==> src/rtl/core/pidpd_pkg.sv <==
// ----------------------------------------------------------------------------
// pidpd_pkg
// Shared types and constants for the positional/incremental PID controller.
// ----------------------------------------------------------------------------
package pidpd_pkg;

    // Configuration register indexes
    typedef logic [2:0] cfg_idx_t;
    localparam cfg_idx_t REG_MODE   = 3'd0;
    localparam cfg_idx_t REG_GAIN_P = 3'd1;
    localparam cfg_idx_t REG_GAIN_I = 3'd2;
    localparam cfg_idx_t REG_GAIN_D = 3'd3;
    localparam cfg_idx_t REG_GAIN_F = 3'd4;
    localparam cfg_idx_t REG_LIMITS = 3'd5;
    localparam cfg_idx_t REG_BANDS  = 3'd6;

    localparam int CFG_W  = 64;
    localparam int GAIN_W = 32;
    localparam int MUL_A_W = 33;
    localparam int MUL_B_W = 21;
    localparam int PROD_W = MUL_A_W + MUL_B_W;
    localparam int ACC_W  = 56;
    localparam int IVAL_W = 50;
    localparam int ISUM_W = 48;
    localparam int DIV_W  = 63;
    localparam int DVS_W  = 16;

    // Divider status toward the sequencer
    typedef struct packed {
        logic busy;
        logic done;
    } div_stat_t;

endpackage

==> src/rtl/core/pidpd_if.sv <==
// ----------------------------------------------------------------------------
// pidpd_in_if / pidpd_out_if
// Valid/ready channels carrying controller input items and result items.
// ----------------------------------------------------------------------------
interface pidpd_in_if;
    logic               valid;
    logic               ready;
    logic signed [15:0] measured;
    logic signed [15:0] setpoint;

    modport source (output valid, output measured, output setpoint, input ready);
    modport sink   (input valid, input measured, input setpoint, output ready);
endinterface

interface pidpd_out_if;
    logic               valid;
    logic               ready;
    logic signed [15:0] drive;

    modport source (output valid, output drive, input ready);
    modport sink   (input valid, input drive, output ready);
endinterface

==> src/rtl/core/pidpd_mul.sv <==
// ----------------------------------------------------------------------------
// pidpd_mul
// Shared signed multiplier with a registered product.
// ----------------------------------------------------------------------------
module pidpd_mul (
    input  logic                                clk,
    input  logic signed [pidpd_pkg::MUL_A_W-1:0] a,
    input  logic signed [pidpd_pkg::MUL_B_W-1:0] b,
    output logic signed [pidpd_pkg::PROD_W-1:0]  prod
);
    import pidpd_pkg::*;

    logic signed [PROD_W-1:0] prod_reg;

    // Register the product
    always_ff @(posedge clk)
    begin
        prod_reg <= PROD_W'(a) * PROD_W'(b);
    end

    assign prod = prod_reg;
endmodule

==> src/rtl/core/pidpd_div.sv <==
// ----------------------------------------------------------------------------
// pidpd_div
// Restoring unsigned divider, one quotient bit per cycle.
// ----------------------------------------------------------------------------
module pidpd_div (
    input  logic                             clk,
    input  logic                             rst_n,
    input  logic                             start,
    input  logic [pidpd_pkg::DIV_W-1:0]      dividend,
    input  logic [pidpd_pkg::DVS_W-1:0]      divisor,
    output logic [pidpd_pkg::DIV_W-1:0]      quot,
    output pidpd_pkg::div_stat_t             stat
);
    import pidpd_pkg::*;

    localparam int CNT_W = $clog2(DIV_W);

    logic             busy_reg, busy_next;
    logic             done_reg, done_next;
    logic [CNT_W-1:0] cnt_reg, cnt_next;
    logic [DVS_W-1:0] rem_reg, rem_next;
    logic [DIV_W-1:0] quo_reg, quo_next;
    logic [DVS_W-1:0] dvs_reg, dvs_next;
    logic [DVS_W:0]   trial;
    logic             fits;

    // Shift in one dividend bit, subtract when it fits
    always_comb
    begin
        trial     = {rem_reg, quo_reg[DIV_W-1]};
        fits      = trial >= {1'b0, dvs_reg};
        busy_next = busy_reg;
        done_next = 1'b0;
        cnt_next  = cnt_reg;
        rem_next  = rem_reg;
        quo_next  = quo_reg;
        dvs_next  = dvs_reg;
        if (start)
        begin
            busy_next = 1'b1;
            cnt_next  = '0;
            rem_next  = '0;
            quo_next  = dividend;
            dvs_next  = divisor;
        end
        else if (busy_reg)
        begin
            rem_next = fits ? DVS_W'(trial - {1'b0, dvs_reg}) : trial[DVS_W-1:0];
            quo_next = {quo_reg[DIV_W-2:0], fits};
            cnt_next = cnt_reg + 1'b1;
            if (cnt_reg == CNT_W'(DIV_W - 1))
            begin
                busy_next = 1'b0;
                done_next = 1'b1;
            end
        end
    end

    always_ff @(posedge clk or negedge rst_n)
    begin
        if (!rst_n)
        begin
            busy_reg <= 1'b0;
            done_reg <= 1'b0;
            cnt_reg  <= '0;
        end
        else
        begin
            busy_reg <= busy_next;
            done_reg <= done_next;
            cnt_reg  <= cnt_next;
        end
    end

    always_ff @(posedge clk)
    begin
        rem_reg <= rem_next;
        quo_reg <= quo_next;
        dvs_reg <= dvs_next;
    end

    assign quot      = quo_reg;
    assign stat.busy = busy_reg;
    assign stat.done = done_reg;
endmodule

==> src/rtl/core/pid_position_delta_controller.sv <==
// ----------------------------------------------------------------------------
// pid_position_delta_controller
// Positional / incremental PID over one shared multiplier and a serial divider.
// ----------------------------------------------------------------------------
// Path from the accepting edge to out valid: the check alone in the deadband;
//   DP, DD, DI, DIC, SUM in delta mode; MF, MP, MD, MI, ISEL, ICLAMP, SUM in
//   position mode, plus WL, WH, WC and the 63-step divider, which sets the long
//   case, when the integral takes the linear weighting band. One item at a time;
//   the next is taken once back in idle. The multiplier issues one product a cycle.
// Reset clears configuration, error history, integrator, held drives and out valid, not the drive register.
module pid_position_delta_controller (
    input  logic                         clk,
    input  logic                         rst_n,
    input  logic                         cfg_we,
    input  pidpd_pkg::cfg_idx_t          cfg_index,
    input  logic [pidpd_pkg::CFG_W-1:0]  cfg_data,
    pidpd_in_if.sink                     in_ch,
    pidpd_out_if.source                  out_ch
);
    import pidpd_pkg::*;

    localparam logic [4:0] S_IDLE   = 5'd0;
    localparam logic [4:0] S_CHECK  = 5'd1;
    localparam logic [4:0] S_MF     = 5'd2;
    localparam logic [4:0] S_MP     = 5'd3;
    localparam logic [4:0] S_MD     = 5'd4;
    localparam logic [4:0] S_MI     = 5'd5;
    localparam logic [4:0] S_ISEL   = 5'd6;
    localparam logic [4:0] S_WL     = 5'd7;
    localparam logic [4:0] S_WH     = 5'd8;
    localparam logic [4:0] S_WC     = 5'd9;
    localparam logic [4:0] S_DIV    = 5'd10;
    localparam logic [4:0] S_ICLAMP = 5'd11;
    localparam logic [4:0] S_DP     = 5'd12;
    localparam logic [4:0] S_DD     = 5'd13;
    localparam logic [4:0] S_DI     = 5'd14;
    localparam logic [4:0] S_DIC    = 5'd15;
    localparam logic [4:0] S_SUM    = 5'd16;

    // Clip x to [-(lo_mag << 16), hi_mag << 16]
    function automatic logic signed [31:0] sat_q(input logic signed [ACC_W-1:0] x,
                                                 input logic [14:0] lo_mag,
                                                 input logic [14:0] hi_mag);
        logic signed [ACC_W-1:0] lo;
        logic signed [ACC_W-1:0] hi;
        logic signed [31:0]      r;
        lo = -$signed({{(ACC_W-31){1'b0}}, lo_mag, 16'b0});
        hi =  $signed({{(ACC_W-31){1'b0}}, hi_mag, 16'b0});
        if (x > hi)
            r = hi[31:0];
        else if (x < lo)
            r = lo[31:0];
        else
            r = x[31:0];
        return r;
    endfunction

    // Configuration
    logic                     mode_reg;
    logic signed [GAIN_W-1:0] gain_p_reg, gain_i_reg, gain_d_reg, gain_f_reg;
    logic [59:0]              limits_reg;
    logic [63:0]              bands_reg;

    // Control and state
    logic [4:0]               state_reg, state_next;
    logic signed [15:0]       set_reg, set_next;
    logic signed [16:0]       err_reg, err_next;
    logic signed [16:0]       ep_reg, ep_next;
    logic signed [16:0]       ep2_reg, ep2_next;
    logic signed [ISUM_W-1:0] isum_reg, isum_next;
    logic signed [15:0]       pos_held_reg, pos_held_next;
    logic signed [15:0]       dlt_held_reg, dlt_held_next;
    logic signed [ACC_W-1:0]  acc_reg, acc_next;
    logic signed [IVAL_W-1:0] ival_reg, ival_next;
    logic [46:0]              mag_reg, mag_next;
    logic                     neg_reg, neg_next;
    logic [15:0]              w_reg, w_next;
    logic [39:0]              lo_reg, lo_next;
    logic                     out_valid_reg, out_valid_next;
    logic signed [15:0]       drive_reg, drive_next;

    // Shared units
    logic signed [MUL_A_W-1:0] mul_a;
    logic signed [MUL_B_W-1:0] mul_b;
    logic signed [PROD_W-1:0]  prod;
    logic                      div_start;
    logic [DIV_W-1:0]          div_dividend;
    logic [DIV_W-1:0]          quot;
    div_stat_t                 div_st;

    // Derived values
    logic [14:0]        lim_out, lim_ff, lim_up, lim_dn;
    logic [15:0]        b_dead, b_min, b_mid, b_max;
    logic [16:0]        aerr;
    logic signed [17:0] diff1;
    logic signed [19:0] diff2;
    logic               sep_on;
    logic               dead_hit;
    logic               slot_free;
    logic signed [ISUM_W-1:0] isum_half;
    logic signed [IVAL_W-1:0] iinc;
    logic signed [IVAL_W-1:0] qs;
    logic signed [31:0] iclamp;
    logic signed [31:0] oclip;
    logic signed [31:0] oadj;

    assign lim_out = limits_reg[14:0];
    assign lim_ff  = limits_reg[29:15];
    assign lim_up  = limits_reg[44:30];
    assign lim_dn  = limits_reg[59:45];
    assign b_dead  = bands_reg[15:0];
    assign b_min   = bands_reg[31:16];
    assign b_mid   = bands_reg[47:32];
    assign b_max   = bands_reg[63:48];

    assign aerr      = err_reg[16] ? 17'(-err_reg) : 17'(err_reg);
    assign diff1     = 18'(err_reg) - 18'(ep_reg);
    assign diff2     = 20'(err_reg) - (20'(ep_reg) <<< 1) + 20'(ep2_reg);
    assign sep_on    = (b_max > b_mid) && (b_mid > b_min);
    assign dead_hit  = aerr < {1'b0, b_dead};
    assign slot_free = !out_valid_reg || out_ch.ready;
    assign isum_half = (isum_reg + $signed({{(ISUM_W-1){1'b0}}, isum_reg[ISUM_W-1]})) >>> 1;
    assign iinc      = $signed(prod[IVAL_W-1:0]);
    assign qs        = $signed({{(IVAL_W-47){1'b0}}, quot[46:0]});
    assign oclip     = sat_q(acc_reg, lim_out, lim_out);
    assign oadj      = oclip + (oclip[31] ? 32'sd65535 : 32'sd0);
    assign div_dividend = {prod[38:0], 24'b0} + {23'b0, lo_reg};

    pidpd_mul u_mul (
        .clk  (clk),
        .a    (mul_a),
        .b    (mul_b),
        .prod (prod)
    );

    pidpd_div u_div (
        .clk      (clk),
        .rst_n    (rst_n),
        .start    (div_start),
        .dividend (div_dividend),
        .divisor  (b_max - b_mid),
        .quot     (quot),
        .stat     (div_st)
    );

    // Select multiplier operands for the current step
    always_comb
    begin
        mul_a = '0;
        mul_b = '0;
        case (state_reg)
            S_MF:
            begin
                mul_a = MUL_A_W'(gain_f_reg);
                mul_b = MUL_B_W'(set_reg);
            end
            S_MP, S_DP:
            begin
                mul_a = MUL_A_W'(gain_p_reg);
                mul_b = (state_reg == S_MP) ? MUL_B_W'(err_reg) : MUL_B_W'(diff1);
            end
            S_MD:
            begin
                mul_a = MUL_A_W'(gain_d_reg);
                mul_b = MUL_B_W'(diff1);
            end
            S_DD:
            begin
                mul_a = MUL_A_W'(gain_d_reg);
                mul_b = MUL_B_W'(diff2);
            end
            S_MI, S_DI:
            begin
                mul_a = MUL_A_W'(gain_i_reg);
                mul_b = MUL_B_W'(err_reg);
            end
            S_WL:
            begin
                mul_a = $signed({9'b0, mag_reg[23:0]});
                mul_b = $signed({5'b0, w_reg});
            end
            S_WH:
            begin
                mul_a = $signed({10'b0, mag_reg[46:24]});
                mul_b = $signed({5'b0, w_reg});
            end
            default:
            begin
                mul_a = '0;
                mul_b = '0;
            end
        endcase
    end

    // Sequence one item through the shared units
    always_comb
    begin
        state_next     = state_reg;
        set_next       = set_reg;
        err_next       = err_reg;
        ep_next        = ep_reg;
        ep2_next       = ep2_reg;
        isum_next      = isum_reg;
        pos_held_next  = pos_held_reg;
        dlt_held_next  = dlt_held_reg;
        acc_next       = acc_reg;
        ival_next      = ival_reg;
        mag_next       = mag_reg;
        neg_next       = neg_reg;
        w_next         = w_reg;
        lo_next        = lo_reg;
        drive_next     = drive_reg;
        out_valid_next = out_ch.ready ? 1'b0 : out_valid_reg;
        div_start      = 1'b0;
        iclamp         = '0;
        unique case (state_reg)
            S_IDLE:
            begin
                if (in_ch.valid)
                begin
                    set_next   = in_ch.setpoint;
                    err_next   = 17'(in_ch.setpoint) - 17'(in_ch.measured);
                    state_next = S_CHECK;
                end
            end
            S_CHECK:
            begin
                if (dead_hit)
                begin
                    if (slot_free)
                    begin
                        drive_next     = mode_reg ? dlt_held_reg : pos_held_reg;
                        out_valid_next = 1'b1;
                        state_next     = S_IDLE;
                    end
                end
                else
                    state_next = mode_reg ? S_DP : S_MF;
            end
            S_MF:
                state_next = S_MP;
            S_MP:
            begin
                acc_next   = ACC_W'(sat_q(ACC_W'(prod), lim_ff, lim_ff));
                state_next = S_MD;
            end
            S_MD:
            begin
                acc_next   = acc_reg + ACC_W'(prod);
                state_next = S_MI;
            end
            S_MI:
            begin
                acc_next   = acc_reg + ACC_W'(prod);
                state_next = S_ISEL;
            end
            S_ISEL:
            begin
                state_next = S_ICLAMP;
                if (sep_on && aerr > {1'b0, b_max})
                    ival_next = IVAL_W'(isum_half);
                else if (sep_on && aerr > {1'b0, b_mid})
                begin
                    neg_next   = iinc[IVAL_W-1];
                    mag_next   = iinc[IVAL_W-1] ? 47'(-iinc) : 47'(iinc);
                    w_next     = b_max - aerr[15:0];
                    state_next = S_WL;
                end
                else if (!sep_on || aerr > {1'b0, b_min})
                    ival_next = IVAL_W'(isum_reg) + iinc;
                else
                    ival_next = IVAL_W'(isum_reg);
            end
            S_WL:
                state_next = S_WH;
            S_WH:
            begin
                lo_next    = prod[39:0];
                state_next = S_WC;
            end
            S_WC:
            begin
                div_start  = 1'b1;
                state_next = S_DIV;
            end
            S_DIV:
            begin
                if (div_st.done)
                begin
                    ival_next  = neg_reg ? IVAL_W'(isum_reg) - qs : IVAL_W'(isum_reg) + qs;
                    state_next = S_ICLAMP;
                end
            end
            S_ICLAMP:
            begin
                if (lim_up != '0 && lim_dn != '0)
                    iclamp = sat_q(ACC_W'(ival_reg), lim_dn, lim_up);
                isum_next  = ISUM_W'(iclamp);
                acc_next   = acc_reg + ACC_W'(iclamp);
                state_next = S_SUM;
            end
            S_DP:
                state_next = S_DD;
            S_DD:
            begin
                acc_next   = $signed({{(ACC_W-32){dlt_held_reg[15]}}, dlt_held_reg, 16'b0})
                             + ACC_W'(prod);
                state_next = S_DI;
            end
            S_DI:
            begin
                acc_next   = acc_reg + ACC_W'(prod);
                state_next = S_DIC;
            end
            S_DIC:
            begin
                if (lim_up != '0 || lim_dn != '0)
                    iclamp = sat_q(ACC_W'(prod), lim_dn, lim_up);
                acc_next   = acc_reg + ACC_W'(iclamp);
                state_next = S_SUM;
            end
            S_SUM:
            begin
                if (slot_free)
                begin
                    drive_next     = oadj[31:16];
                    out_valid_next = 1'b1;
                    if (mode_reg)
                        dlt_held_next = oadj[31:16];
                    else
                        pos_held_next = oadj[31:16];
                    ep2_next   = ep_reg;
                    ep_next    = err_reg;
                    state_next = S_IDLE;
                end
            end
            default:
                state_next = S_IDLE;
        endcase
    end

    // Control and state registers
    always_ff @(posedge clk or negedge rst_n)
    begin
        if (!rst_n)
        begin
            state_reg     <= S_IDLE;
            out_valid_reg <= 1'b0;
            ep_reg        <= '0;
            ep2_reg       <= '0;
            isum_reg      <= '0;
            pos_held_reg  <= '0;
            dlt_held_reg  <= '0;
        end
        else
        begin
            state_reg     <= state_next;
            out_valid_reg <= out_valid_next;
            ep_reg        <= ep_next;
            ep2_reg       <= ep2_next;
            isum_reg      <= isum_next;
            pos_held_reg  <= pos_held_next;
            dlt_held_reg  <= dlt_held_next;
        end
    end

    // Working registers
    always_ff @(posedge clk)
    begin
        set_reg   <= set_next;
        err_reg   <= err_next;
        acc_reg   <= acc_next;
        ival_reg  <= ival_next;
        mag_reg   <= mag_next;
        neg_reg   <= neg_next;
        w_reg     <= w_next;
        lo_reg    <= lo_next;
        drive_reg <= drive_next;
    end

    // Configuration writes
    always_ff @(posedge clk or negedge rst_n)
    begin
        if (!rst_n)
        begin
            mode_reg   <= 1'b0;
            gain_p_reg <= '0;
            gain_i_reg <= '0;
            gain_d_reg <= '0;
            gain_f_reg <= '0;
            limits_reg <= '0;
            bands_reg  <= '0;
        end
        else if (cfg_we)
        begin
            unique case (cfg_index)
                REG_MODE:   mode_reg   <= cfg_data[0];
                REG_GAIN_P: gain_p_reg <= $signed(cfg_data[GAIN_W-1:0]);
                REG_GAIN_I: gain_i_reg <= $signed(cfg_data[GAIN_W-1:0]);
                REG_GAIN_D: gain_d_reg <= $signed(cfg_data[GAIN_W-1:0]);
                REG_GAIN_F: gain_f_reg <= $signed(cfg_data[GAIN_W-1:0]);
                REG_LIMITS: limits_reg <= cfg_data[59:0];
                REG_BANDS:  bands_reg  <= cfg_data;
                default:    mode_reg   <= mode_reg;
            endcase
        end
    end

    assign in_ch.ready  = (state_reg == S_IDLE);
    assign out_ch.valid = out_valid_reg;
    assign out_ch.drive = drive_reg;

    // An accepted item always goes to the deadband check
    a_accept_check: assert property (@(posedge clk) disable iff (!rst_n)
        (in_ch.valid && in_ch.ready) |=> (state_reg == S_CHECK))
        else $error("accepted item did not reach deadband check");

    // A deadband hit leaves the integrator untouched
    a_dead_hold: assert property (@(posedge clk) disable iff (!rst_n)
        (state_reg == S_CHECK && dead_hit) |=> $stable(isum_reg))
        else $error("integrator changed inside deadband");

    // Divider completes only while the sequencer waits for it
    a_div_done: assert property (@(posedge clk) disable iff (!rst_n)
        div_st.done |-> (state_reg == S_DIV))
        else $error("divider done outside wait state");

    // Divider is started only when idle
    a_div_start: assert property (@(posedge clk) disable iff (!rst_n)
        div_start |-> !div_st.busy)
        else $error("divider restarted while busy");

    // Drive never reaches the most negative code
    a_drive_range: assert property (@(posedge clk) disable iff (!rst_n)
        out_valid_reg |-> (drive_reg != 16'sh8000))
        else $error("drive out of range");
endmodule

==> src/flat_wrapper.sv <==
// flat-port wrapper written by rule: the top's interface ports become plain ports
module pid_position_delta_controller_flat import pidpd_pkg::*;
  (clk, rst_n, cfg_we, cfg_index, cfg_data, in_ch_valid, in_ch_measured, in_ch_setpoint, in_ch_ready, out_ch_valid, out_ch_drive, out_ch_ready);
  pidpd_in_if in_ch_i ();
  pidpd_out_if out_ch_i ();
  input  logic clk;
  input  logic rst_n;
  input  logic cfg_we;
  input  pidpd_pkg::cfg_idx_t cfg_index;
  input  logic [pidpd_pkg::CFG_W-1:0] cfg_data;
  input wire logic [$bits(in_ch_i.valid)-1:0] in_ch_valid;
  input wire logic [$bits(in_ch_i.measured)-1:0] in_ch_measured;
  input wire logic [$bits(in_ch_i.setpoint)-1:0] in_ch_setpoint;
  output wire logic [$bits(in_ch_i.ready)-1:0] in_ch_ready;
  output wire logic [$bits(out_ch_i.valid)-1:0] out_ch_valid;
  output wire logic [$bits(out_ch_i.drive)-1:0] out_ch_drive;
  input wire logic [$bits(out_ch_i.ready)-1:0] out_ch_ready;
  assign in_ch_i.valid = in_ch_valid;
  assign in_ch_i.measured = in_ch_measured;
  assign in_ch_i.setpoint = in_ch_setpoint;
  assign in_ch_ready = in_ch_i.ready;
  assign out_ch_valid = out_ch_i.valid;
  assign out_ch_drive = out_ch_i.drive;
  assign out_ch_i.ready = out_ch_ready;
  pid_position_delta_controller u_core (.clk(clk), .rst_n(rst_n), .cfg_we(cfg_we), .cfg_index(cfg_index), .cfg_data(cfg_data), .in_ch(in_ch_i), .out_ch(out_ch_i));
endmodule
==> config.mk <==
export PLATFORM = sky130hd
export DESIGN_NAME = pid_position_delta_controller_flat
export DESIGN_NICKNAME = d
export VERILOG_FILES = /design/src/rtl/core/pidpd_pkg.sv /design/src/rtl/core/pidpd_if.sv /design/src/rtl/core/pidpd_mul.sv /design/src/rtl/core/pidpd_div.sv /design/src/rtl/core/pid_position_delta_controller.sv /design/src/flat_wrapper.sv
export SDC_FILE = /design/constraint.sdc
export NUM_CORES = 2
export LEC_CHECK = 0
export BUFFER_PORTS_ARGS = -buffer_cell sky130_fd_sc_hd__buf_2
export CORE_MARGIN = 3
export CORE_UTILIZATION = 60
export CTS_BUF_LIST = sky130_fd_sc_hd__clkbuf_4
export DETAILED_ROUTE_END_ITERATION = 8
export HOLD_SLACK_MARGIN = 0.02
export PLACE_DENSITY = 0.74
export SLEW_MARGIN = 25
export SYNTH_ARGS = -nofsm -noshare
export SYNTH_HDL_FRONTEND = slang
export SYNTH_SLANG_ARGS = --single-unit
export TNS_END_PERCENT = 5
==> constraint.sdc <==
create_clock -name clk -period 17.64 [get_ports clk]
set_clock_uncertainty 0.05 [all_clocks]
set_input_delay 3.528 -clock clk [delete_from_list [all_inputs] [get_ports clk]]
set_output_delay 3.528 -clock clk [all_outputs]
set_load 0.01 [all_outputs]
==> metrics.md <==
| Metric | Value |
|---|---|
| Synth Flop Type | `dfrtp_1` |
| Die Height | `376 µm` |
| Max-slew headroom | `24.9%` |
| Most area-consuming cells after synthesis | `fa_1 17%, edfxtp_1 12%, ha_1 12%` |
| Iter 0 DRT Violations | `6,773` |
| Fin crit share | `66.0%` |
| Core area | `136,000 µm²` |
| Worst reg-to-reg path cell count | `40` |
| CTS Hold Bufs | `0` |
| Final setup viols | `0` |
| Residual DRC | `0` |
| # H-tree levels | `4` |
| Crit Path Category | `reg -> reg` |
| Rows | `135` |
| Number of flops mapped to enable cells by yosys | `338` |
| CP required | `18.72 ns` |
| Vias | `69,900` |
| Cts repair resizes | `0` |
| Hold Crit Depth | `2` |
| Share of the synthesized area in the top cell type | `17.1%` |
| # IOs | `122` |
| ANT nets after route | `0` |
| Synth Warn # | `0` |
| Clk sink count | `773` |
| GP Congestion | `0.994` |
| Crit-path max FO | `32` |
| Hold_ws | `0.424 ns` |
| Syn-to-layout area delta | `7.20%` |
| Cell variety after synth | `104` |
| Critical path data arrival time | `12.72 ns` |
| GR Util All Layers | `38.0%` |
| Buffers on Ports | `121` |
| Status | `completed` |
| R2R Setup Slk | `6.00 ns` |
| First-pass GRT wire length | `412 mm` |
| Worst-margin pin slew | `1.13 ns` |
| Clk slew on worst S/H paths | `0.06 ns` |
| Largest net degree at the start of global routing | `152` |
| Fmax achieved | `85.9 MHz` |
| CP max stage delay | `0.61 ns` |
| Starting Density | `60.6%` |
| Final core utilization | `65.0%` |
| Root buf cell | `clkbuf_4` |
| Seq/Total Area, Yosys | `25.1%` |
| Setup TNS Final | `0 ns` |
| Drt total wl | `268 mm` |
| CP Launch Type | `flop` |
| Share of cells above drive strength 1 | `11.1%` |
| Worst-Skew Late Latency | `1.30 ns` |
| CTS tree | `done` |
| Mean cell area of the mapped netlist | `9.12 µm²` |
| Fin crit period | `11.64 ns` |
| Yosys reg bits | `773` |
| Final Max Slew Viols | `0` |
| Wirelength per Cell | `24.1 µm` |
| Syn_nets | `10,600` |
| Die area | `142,000 µm²` |
| Chip width | `376 µm` |
| Share of synthesized registers carrying an async set or reset | `47.2%` |
| Hold Crit Start | `u_core.pos_held_reg[3]$_DFFE_PN0P_` |
| CP max-delay cell | `o311ai_0` |
| Crit. End Element | `flop` |
| Num CTS Buffers | `211` |
| Gr ovfl total | `0` |
| Unrepaired setup endpoints after global routing | `no` |
| Final Hold Fails | `0` |
| Worst reg2reg path startpoint | `u_core.err_reg[0]$_DFFE_PP_` |
| Setup crit start | `u_core.err_reg[0]$_DFFE_PP_` |
| Fin nets | `10,700` |
| Hold WC Path Type | `reg -> reg` |
| Post-synthesis cell count | `9,025` |
| Vias per cell | `6.27` |
| Post-CTS Setup Bufs | `0` |
| Longest Clk Path Bufs | `3` |
| Hold path endpoint | `u_core.pos_held_reg[3]$_DFFE_PN0P_` |
| Initial antenna violation count | `19` |
| DP Wirelength | `202 mm` |
| Maxcap violations | `0` |
| Vias in the first global route | `70,700` |
| First-pass DRT Iterations | `6` |
| Worst flop-to-flop path endpoint | `u_core.u_mul.prod[48]$_DFF_P_` |
| Number of flip-flops in the largest register | `64` |
| Synth area leader | `fa_1` |
| Cell repeated most along the worst path | `fa_1` |
| Synth Cell Area | `82,300 µm²` |
[metrics by stage]
step                      cell area, µm²  cells  worst slack (ns)
after floorplan                    82300   9025              7.36
after global placement             85300  10700              5.96
after detailed placement           85300  10700              6.24
after CTS                          88200  11100              6.12
after global routing               88200  11100              5.35
final                              88300  11100              6.00
[synth_stat cells (25+ instances only)]
cell type	number
a211oi_1	59
a21o_1	221
a21oi_1	459
a222oi_1	25
a22o_1	25
a22oi_1	81
a31oi_1	42
and2_1	107
and3_1	50
clkbuf_1	342
dfrtp_1	365
dfxtp_1	70
edfxtp_1	338
fa_1	702
ha_1	764
inv_1	1165
mux2_2	272
mux2i_1	46
nand2_1	1168
nand2b_1	88
nand3_1	142
nand4_1	92
nor2_1	396
nor2b_1	101
nor3_1	131
nor4_1	68
o211ai_1	119
o21a_1	64
o21ai_0	445
o21bai_1	49
o221ai_1	37
o31ai_1	50
or2_2	32
or3_1	52
xnor2_1	343
xor2_1	151
[routing by layer]
layer | part of all wire, % | vias to the layer above | track usage (%)
met5 | 0.013 | - | 0
met4 | 6.1 | 6 | 20.4
met3 | 11 | 783 | 9.97
met2 | 43 | 3631 | 57.7
met1 | 40 | 34200 | 49.8
li1 | - | 31400 | -
[worst max-delay path by stage]
stage	slack, ns	cells after the start	to
after detailed placement	6.24	40	u_core.u_mul.prod[48]$_DFF_P_
after global routing	5.35	40	u_core.u_mul.prod[48]$_DFF_P_
after global placement	5.96	38	u_core.u_mul.prod[48]$_DFF_P_
after floorplan	7.36	40	u_core.u_mul.prod[48]$_DFF_P_
after CTS	6.12	40	u_core.u_mul.prod[48]$_DFF_P_
final	6.00	40	u_core.u_mul.prod[48]$_DFF_P_
[placed cells by master (no fill, tap or decap), types with 52 or more instances in the layout]
cell / n
nand4_1: 92
a21o_1: 221
a21oi_1: 456
xnor2_1: 343
nand2_1: 1165
ha_1: 764
nand2b_1: 87
o211ai_1: 119
and2_1: 107
edfxtp_1: 338
a211oi_1: 58
o21ai_0: 444
dfrtp_1: 365
nor4_1: 65
buf_4: 178
fa_1: 702
buf_2: 120
or3_1: 52
o21a_1: 64
nor2b_1: 101
dfxtp_1: 69
clkbuf_4: 309
inv_1: 1163
a22oi_1: 81
nand3_1: 142
nor3_1: 126
nor2_1: 389
mux2_2: 272
xor2_1: 151
[layout make-up]
type,count,area (µm²)
clock inverter,82,559
sequential,773,20700
inverter,1167,4380
multi-input combinational,6714,56100
timing repair buffer,300,1970
antenna,21,52.6
fill,11300,47500
clock buffer,309,2320
tap,1781,2230
[critical path, delay by kind of cell, from the launching register on]
family / cells / cell delay (ns)
buf+inv: 7 / 0.96
flops: 1 / 0.46
compound gates: 18 / 4.63
xor+xnor: 1 / 0.14
simple gates: 4 / 0.60
fa+ha+maj: 10 / 4.61
[logic make-up after synthesis]
logic type	synth area share, %
muxes	4.31
xor gates and xnor gates	5.28
and+or+nand+nor	14.4
DFF	25.1
AOI/OAI and AO/OA	15.1
buffers and inverters	7.06
adders and majority gates	28.7
Power is left out: the tool's default activity adds up to more than one toggle a clock period on the data nets, which glitch-free logic cannot reach.
